$ cat src/design/fqk_pkg.sv
`timescale 1ns / 1ps
`default_nettype none

package fqk_pkg;

   // Fixed field widths of one transaction.
   localparam int KEY_BITS     = 16;
   localparam int PAYLOAD_BITS = 8;
   localparam int OCC_BITS     = 5;

   // Operation codes carried in the request.
   typedef enum logic [1:0] {
      MODE_PUSH   = 2'd0,
      MODE_POP    = 2'd1,
      MODE_SEARCH = 2'd2,
      MODE_NONE   = 2'd3
   } fqk_mode_type;

   // Completion codes carried in the response.
   typedef enum logic [2:0] {
      STATUS_OK    = 3'd0,
      STATUS_DUP   = 3'd1,
      STATUS_FULL  = 3'd2,
      STATUS_EMPTY = 3'd3,
      STATUS_MISS  = 3'd4
   } fqk_status_type;

   typedef struct packed {
      fqk_mode_type            mode;
      logic [KEY_BITS-1:0]     key;
      logic [PAYLOAD_BITS-1:0] payload;
   } fqk_req_type;

   typedef struct packed {
      fqk_status_type          status;
      logic                    found;
      logic [KEY_BITS-1:0]     out_key;
      logic [PAYLOAD_BITS-1:0] out_payload;
      logic [OCC_BITS-1:0]     occupancy;
   } fqk_rsp_type;

   // One queued entry as held in a cell.
   typedef struct packed {
      logic [KEY_BITS-1:0]     key;
      logic [PAYLOAD_BITS-1:0] payload;
   } fqk_entry_type;

   // Per-cycle command shared by all cells of the chain.
   typedef struct packed {
      logic shift;
      logic push;
   } fqk_cell_ctrl_type;

endpackage

`default_nettype wire

$ cat src/design/fqk_cell.sv
`timescale 1ns / 1ps
`default_nettype none

module fqk_cell (
   input  wire logic                      clock,
   input  wire logic                      reset,
   input  wire fqk_pkg::fqk_cell_ctrl_type ctrl,
   input  wire logic                      prev_valid,
   input  wire logic                      next_valid,
   input  wire fqk_pkg::fqk_entry_type    next_entry,
   input  wire fqk_pkg::fqk_entry_type    push_entry,
   input  wire logic [fqk_pkg::KEY_BITS-1:0] cmp_key,
   output logic                           valid,
   output fqk_pkg::fqk_entry_type         entry,
   output logic                           match
);
   import fqk_pkg::*;

   logic          valid_ff, valid_in;
   fqk_entry_type entry_ff, entry_in;

   // A pop moves every entry one cell toward the head. A push lands in the
   // first empty cell, which is the one whose older neighbor is occupied.
   always_comb begin
      valid_in = valid_ff;
      entry_in = entry_ff;
      if (ctrl.shift) begin
         valid_in = next_valid;
         entry_in = next_entry;
      end else if (ctrl.push && !valid_ff && prev_valid) begin
         valid_in = 1'b1;
         entry_in = push_entry;
      end
   end

   always_ff @(posedge clock) begin
      if (reset) begin
         valid_ff <= 1'b0;
      end else begin
         valid_ff <= valid_in;
      end
   end

   always_ff @(posedge clock) begin
      entry_ff <= entry_in;
   end

   // Local key compare; keys are unique, so at most one cell matches.
   assign match = valid_ff && (entry_ff.key == cmp_key);
   assign valid = valid_ff;
   assign entry = entry_ff;

endmodule

`default_nettype wire

$ cat src/design/fifo_queue_unique_keys_unit.sv
`timescale 1ns / 1ps
`default_nettype none

// First-in first-out queue of up to QUEUE_DEPTH entries with unique keys.
// A transaction is push, pop of the oldest entry, search by key, or no-op.
// Each transaction is accepted when start is high and busy is low (busy is
// never raised), and its response appears on rsp_data with rsp_valid high
// for exactly one cycle, the cycle after acceptance.
// The receiver cannot stall the response, so it must take it in that cycle.
// The entries live in a chain of cells ordered oldest first; every cell
// compares its key with the request key at once, and a pop shifts the whole
// chain by one cell. Occupancy is reported in a five-bit field, so depths
// up to 31 are supported.
module fifo_queue_unique_keys_unit #(
   parameter int QUEUE_DEPTH = 16
) (
   input  wire logic                clock,
   input  wire logic                reset,
   input  wire logic                start,
   output logic                     busy,
   input  wire fqk_pkg::fqk_req_type req_data,
   output logic                     rsp_valid,
   output fqk_pkg::fqk_rsp_type     rsp_data
);
   import fqk_pkg::*;

   localparam int CountBits = $clog2(QUEUE_DEPTH + 1);

   logic                    accept;
   logic                    is_push, is_pop;
   fqk_cell_ctrl_type       ctrl;
   fqk_entry_type           push_entry;
   logic [QUEUE_DEPTH-1:0]  cell_valid;
   logic [QUEUE_DEPTH-1:0]  cell_match;
   fqk_entry_type           cell_entry [QUEUE_DEPTH];
   logic                    hit;
   logic                    full;
   fqk_entry_type           hit_entry;

   logic [CountBits-1:0]    count_ff, count_in;
   logic                    rsp_valid_ff;
   fqk_rsp_type             rsp_ff, rsp_in;

   assign busy   = 1'b0;
   assign accept = start && !busy;

   assign is_push = (req_data.mode == MODE_PUSH);
   assign is_pop  = (req_data.mode == MODE_POP);

   assign push_entry.key     = req_data.key;
   assign push_entry.payload = req_data.payload;

   assign hit  = |cell_match;
   assign full = cell_valid[QUEUE_DEPTH-1];

   // Commands to the chain; a duplicate key is rejected before the full check.
   assign ctrl.shift = accept && is_pop && cell_valid[0];
   assign ctrl.push  = accept && is_push && !hit && !full;

   // The chain of cells, oldest entry in cell zero.
   for (genvar i = 0; i < QUEUE_DEPTH; i++) begin : g_cell
      logic          prev_valid;
      logic          next_valid;
      fqk_entry_type next_entry;

      if (i == 0) begin : g_first
         assign prev_valid = 1'b1;
      end else begin : g_mid
         assign prev_valid = cell_valid[i-1];
      end

      if (i == QUEUE_DEPTH - 1) begin : g_last
         assign next_valid = 1'b0;
         assign next_entry = '0;
      end else begin : g_inner
         assign next_valid = cell_valid[i+1];
         assign next_entry = cell_entry[i+1];
      end

      fqk_cell u_cell (
         .clock      (clock),
         .reset      (reset),
         .ctrl       (ctrl),
         .prev_valid (prev_valid),
         .next_valid (next_valid),
         .next_entry (next_entry),
         .push_entry (push_entry),
         .cmp_key    (req_data.key),
         .valid      (cell_valid[i]),
         .entry      (cell_entry[i]),
         .match      (cell_match[i])
      );
   end

   // Select the matching entry; at most one cell matches.
   always_comb begin
      hit_entry = '0;
      for (int i = 0; i < QUEUE_DEPTH; i++) begin
         hit_entry = hit_entry | (cell_entry[i] & {$bits(fqk_entry_type){cell_match[i]}});
      end
   end

   // Entry count after this transaction.
   always_comb begin
      count_in = count_ff;
      if (ctrl.push) begin
         count_in = count_ff + CountBits'(1);
      end else if (ctrl.shift) begin
         count_in = count_ff - CountBits'(1);
      end
   end

   // Response of the accepted transaction.
   always_comb begin
      rsp_in             = '0;
      rsp_in.status      = STATUS_OK;
      rsp_in.occupancy   = OCC_BITS'(count_in);
      unique case (req_data.mode)
         MODE_PUSH: begin
            if (hit) begin
               rsp_in.status = STATUS_DUP;
            end else if (full) begin
               rsp_in.status = STATUS_FULL;
            end
         end
         MODE_POP: begin
            if (!cell_valid[0]) begin
               rsp_in.status = STATUS_EMPTY;
            end else begin
               rsp_in.found       = 1'b1;
               rsp_in.out_key     = cell_entry[0].key;
               rsp_in.out_payload = cell_entry[0].payload;
            end
         end
         MODE_SEARCH: begin
            if (!hit) begin
               rsp_in.status = STATUS_MISS;
            end else begin
               rsp_in.found       = 1'b1;
               rsp_in.out_key     = hit_entry.key;
               rsp_in.out_payload = hit_entry.payload;
            end
         end
         MODE_NONE: begin
            rsp_in.status = STATUS_OK;
         end
         default: begin
            rsp_in.status = STATUS_OK;
         end
      endcase
   end

   always_ff @(posedge clock) begin
      if (reset) begin
         count_ff     <= '0;
         rsp_valid_ff <= 1'b0;
      end else begin
         count_ff     <= count_in;
         rsp_valid_ff <= accept;
      end
   end

   always_ff @(posedge clock) begin
      if (accept) begin
         rsp_ff <= rsp_in;
      end
   end

   assign rsp_valid = rsp_valid_ff;
   assign rsp_data  = rsp_ff;

endmodule

`default_nettype wire

$ cat config.mk
export PLATFORM = sky130hd
export DESIGN_NAME = fifo_queue_unique_keys_unit
export DESIGN_NICKNAME = d
export VERILOG_FILES = /design/src/design/fqk_pkg.sv /design/src/design/fqk_cell.sv /design/src/design/fifo_queue_unique_keys_unit.sv
export SDC_FILE = /design/constraint.sdc
export NUM_CORES = 1
export LEC_CHECK = 0
export ABC_AREA = 1
export BUFFER_PORTS_ARGS = -buffer_cell sky130_fd_sc_hd__buf_2
export CAP_MARGIN = 20
export CORE_ASPECT_RATIO = 0.8
export CORE_UTILIZATION = 60
export DETAILED_ROUTE_END_ITERATION = 12
export PLACE_DENSITY = 0.77
export SLEW_MARGIN = 10
export SYNTH_ARGS = -nofsm -noshare
export SYNTH_HDL_FRONTEND = slang
export SYNTH_HIERARCHICAL = 1
export SYNTH_SLANG_ARGS = --single-unit
export TNS_END_PERCENT = 30
$ cat constraint.sdc
create_clock -name clock -period 3.3 [get_ports clock]
set_input_delay 0.165 -clock clock [delete_from_list [all_inputs] [get_ports clock]]
set_output_delay 0.165 -clock clock [all_outputs]
set_load 0.05 [all_outputs]
==> impl_results.md <==
- GRT Residual Overflow: 0
- Final WL: 96.1 mm
- Status: finished, final reports clean
- Antenna-violating nets left: 0
- Drt first-iter violations: 4262
- Die Width: 239 um
- Fmax: 332 MHz
- Starting Density: 0.609
- Hold Path Class: in2reg
- Most frequent cells in the layout: 2252 x nand2_1, 447 x inv_1, 417 x edfxtp_1
- Die ar.: 45900 um^2
- Max clock buf depth: 3
- Clk_lat worst skew: 0.62 ns
- Filler cells: 3885
- CP max-delay cell: edfxtp_1
- Post-synthesis mux area share: 0
- Count of non-filler cells in the finished layout: 4610
- Synth Area in XOR/XNOR: 0.0117
- FF-to-FF setup slack: 0.29 ns
- FP Rows: 69
- Synth Area in Adders: 0.00232
- Reg power frac: 0.484
- Critical path arrival: 3.28 ns
- GRT Total Usage: 0.418
- Ant. Diodes: 0
- Main combinational cell family by area after synthesis: simple AND/OR/NAND/NOR gates
- First-pass DRT Iterations: 9
- R2r endpoint: g_cell[10].u_cell/entry[16]
- Synthesized area per cell: 6.96 um^2
- Simple-gate area share of the yosys netlist: 0.387
- Internal: 0.00969 W
- Vias: 26200
- Area of the multi-input gates: 11600 um^2
- Nets: 4003
- Reg area: 13000 um^2
- Delay-heaviest family, CP: simple AND/OR/NAND/NOR gates
- Synth Warn #: 6
- Setup-failing EPs final: 0
- CTS tree: done
- Hold Vio Cnt, Final: 0
- #FFs+latches synth: 439
- Switching Fraction: 0.244
- R2R Path Start: g_cell[11].u_cell/entry[11]
- Slew Viols, Final: 0
- Drt via density: 5.68
- Critical Path Most Common Cell: nand2_1
- Maxcap violations: 0
- Clock Tree Root: clkbuf_16
- Synth-to-Final Area Change: 11.0%
- Post-synthesis cell count: 3882
- Worst VDD drop: 0.000372 V
- Synth cell types: 31
- Crit path required time: 3.56 ns
- Placed Cells: 4522
- Clk_skew: 0.0257 ns
- Detailed-route wire length per cell: 20.8 um
- Sink Count: 439
- Total negative slack: 0 ns
- Buf/Inv on CP: 5
- First-pass GRT wire length: 142 mm
- Initial antenna violation count: 0
- Critical path class: reg2reg
- Cts bufs inserted: 47
- Comb pwr share: 0.079
- Leak: 15.1 nW
- R2R cell count: 17
- Mapped cell area: 27000 um^2
- Crit path max fanout: 25
- Crit path cell chain: inv_1, nand2_1, nand2_1, inv_1, nand2_1, nor2_1, nand3_1, nor2_2, nor2_4, nand2_2, nor2_4, nand3_2, inv_1, buf_4, nand3_1, nand2_1, buf_4
- I/O Buffers: 62
- Top Ports: 64
- Slowest stage delay, CP: 0.52 ns
- H-tree depth: 2
- Vias in the first global route: 23400
- Drt drc: 0
- Startpoint types: flip-flop
- Complex-gate fraction of the synthesized area: 0.0221
- Sequential element share of the synthesized area: 0.480
- Crit path launch: g_cell[11].u_cell/entry[11]
- Share of power burned in the clock network: 0.437
- Core footprint: 44400 um^2
- Layout cell share with drive strength beyond 1: 0.0729
- CP endpoint kind: flip-flop
- Crit path depth: 17
- Post-DP HPWL: 66.4 mm
- Die height: 192 um
- Power Density: 427 nW/um^2
- Period utilization: 0.914
- Max transition margin: 0.465
- Routability cong.: 1.03
- Largest net degree at the start of global routing: 107
- Min Tclk post-route: 3.01 ns
- CTS clk-pin slew, worst paths: 0.06 ns
- P_sw: 0.00313 W
- Worst slew pin tran: 0.801 ns
- Most common cell after layout, fill and taps aside: nand2_1
- Worst Setup EP: g_cell[10].u_cell/entry[16]
- RSZ-0062 raised after global routing: no
==> synth_stat cells <==
library cell / count / share of area
a21oi_1: 28 / 0.0052
buf_1: 3 / 0.00042
buf_2: 76 / 0.014
buf_4: 49 / 0.014
buf_6: 6 / 0.0025
clkbuf_1: 3 / 0.00042
conb_1: 2 / 0.00028
dfxtp_1: 22 / 0.016
edfxtp_1: 417 / 0.46
ha_1: 5 / 0.0023
inv_1: 447 / 0.062
inv_2: 2 / 0.00028
inv_4: 16 / 0.0037
nand2_1: 2252 / 0.31
nand2_2: 19 / 0.0044
nand2_4: 1 / 0.00042
nand3_1: 57 / 0.011
nand3_2: 1 / 0.00037
nand3b_1: 1 / 0.00028
nand4_1: 62 / 0.014
nor2_1: 282 / 0.039
nor2_2: 2 / 0.00046
nor2_4: 8 / 0.0033
nor3_1: 1 / 0.00019
o21ai_0: 17 / 0.0031
o21ai_1: 33 / 0.0061
o22ai_1: 32 / 0.0074
o31ai_1: 1 / 0.00028
or2_0: 1 / 0.00023
xnor2_1: 17 / 0.0055
xor2_1: 19 / 0.0062
==> logic make-up (layout without fill, tap and decap cells) <==
kind of cell | after synthesis | after routing
compound gates | 111 | 111
simple gates | 2687 | 2687
xor+xnor | 36 | 36
buf+inv | 602 | 702
flops | 439 | 439
fa+ha+maj | 5 | 5
other cells | 2 | 27
==> sequential cells by signal, indices dropped and copies added, names as in the netlist <==
register / cells
g_cell.u_cell/entry: 384
rsp_data: 33
g_cell.u_cell/valid: 16
count_ff: 5
rsp_valid: 1
==> metrics by stage <==
step	cell area (um^2)	util	setup WS [ns]	power, W	hold WS, ns
CTS	30000	0.676	0.370	0.0128	0.0126
floorplan	27100	-	0.646	0.00687	0.234
finish	30000	0.676	0.285	0.0128	0.0374
detailed placement	28400	0.640	0.269	0.00729	0.469
global route	30000	0.676	0.132	0.0131	0.0560
global placement	28400	0.640	0.324	0.00727	0.426
==> worst min-delay path by stage <==
stage	end	from	slack (ns)	cells after the start
3_3_place_gp	rsp_valid	start	0.43	3
2_1_floorplan	count_ff[2]	reset	0.23	1
5_1_grt	g_cell[15].u_cell/entry[21]	req_data[21]	0.06	3
4_1_cts	g_cell[15].u_cell/entry[21]	req_data[21]	0.01	3
3_5_place_dp	rsp_valid	start	0.47	3
6_report	g_cell[15].u_cell/entry[21]	req_data[21]	0.04	3
==> power groups by stage <==
| stage | logic, W | clock network (W) | registers [W] |
|---|---|---|---|
| 6_report | 0.00101 | 0.00560 | 0.00621 |
| 5_1_grt | 0.00110 | 0.00576 | 0.00621 |
| 4_1_cts | 0.000974 | 0.00559 | 0.00621 |
| 3_5_place_dp | 0.000969 | 0 | 0.00632 |
| 3_3_place_gp | 0.000946 | 0 | 0.00632 |
| 2_1_floorplan | 0.000492 | 0 | 0.00637 |
==> final cells by class <==
cell class	count	share of cell area
Tap cell	603	0.0252
Timing Repair Buffer	150	0.0441
Sequential cell	439	0.432
Clock inverter	27	0.0106
Inverter	465	0.0595
Clock buffer	60	0.0428
Multi-Input combinational cell	2866	0.386
==> worst register-to-register path, cell delays in order, from the launching register on <==
cell and delay, ns:
edfxtp_1 0.52, inv_1 0.09, nand2_1 0.05, nand2_1 0.07, inv_1 0.03, nand2_1 0.08
nor2_1 0.05, nand3_1 0.10, nor2_2 0.07, nor2_4 0.11, nand2_2 0.12, nor2_4 0.22
nand3_2 0.18, inv_1 0.11, buf_4 0.32, nand3_1 0.13, nand2_1 0.07, buf_4 0.34
==> layer usage <==
layer / vias up / part of all wire / GRT usage
met5: - / 0 / 0
li1: 12000 / - / -
met2: 2084 / 0.42 / 0.620
met3: 342 / 0.14 / 0.0894
met1: 11700 / 0.37 / 0.569
met4: 0 / 0.063 / 0.240
==> timing repair <==
item / CTS / global route
buffers inserted: 0 / 0
endpoints found under the hold margin: 1 / 0
setup endpoints to repair: 0 / 0
hold buffers: 1 / 0
resized for setup: 0 / 0
Power figures use the tool's default switching activity.
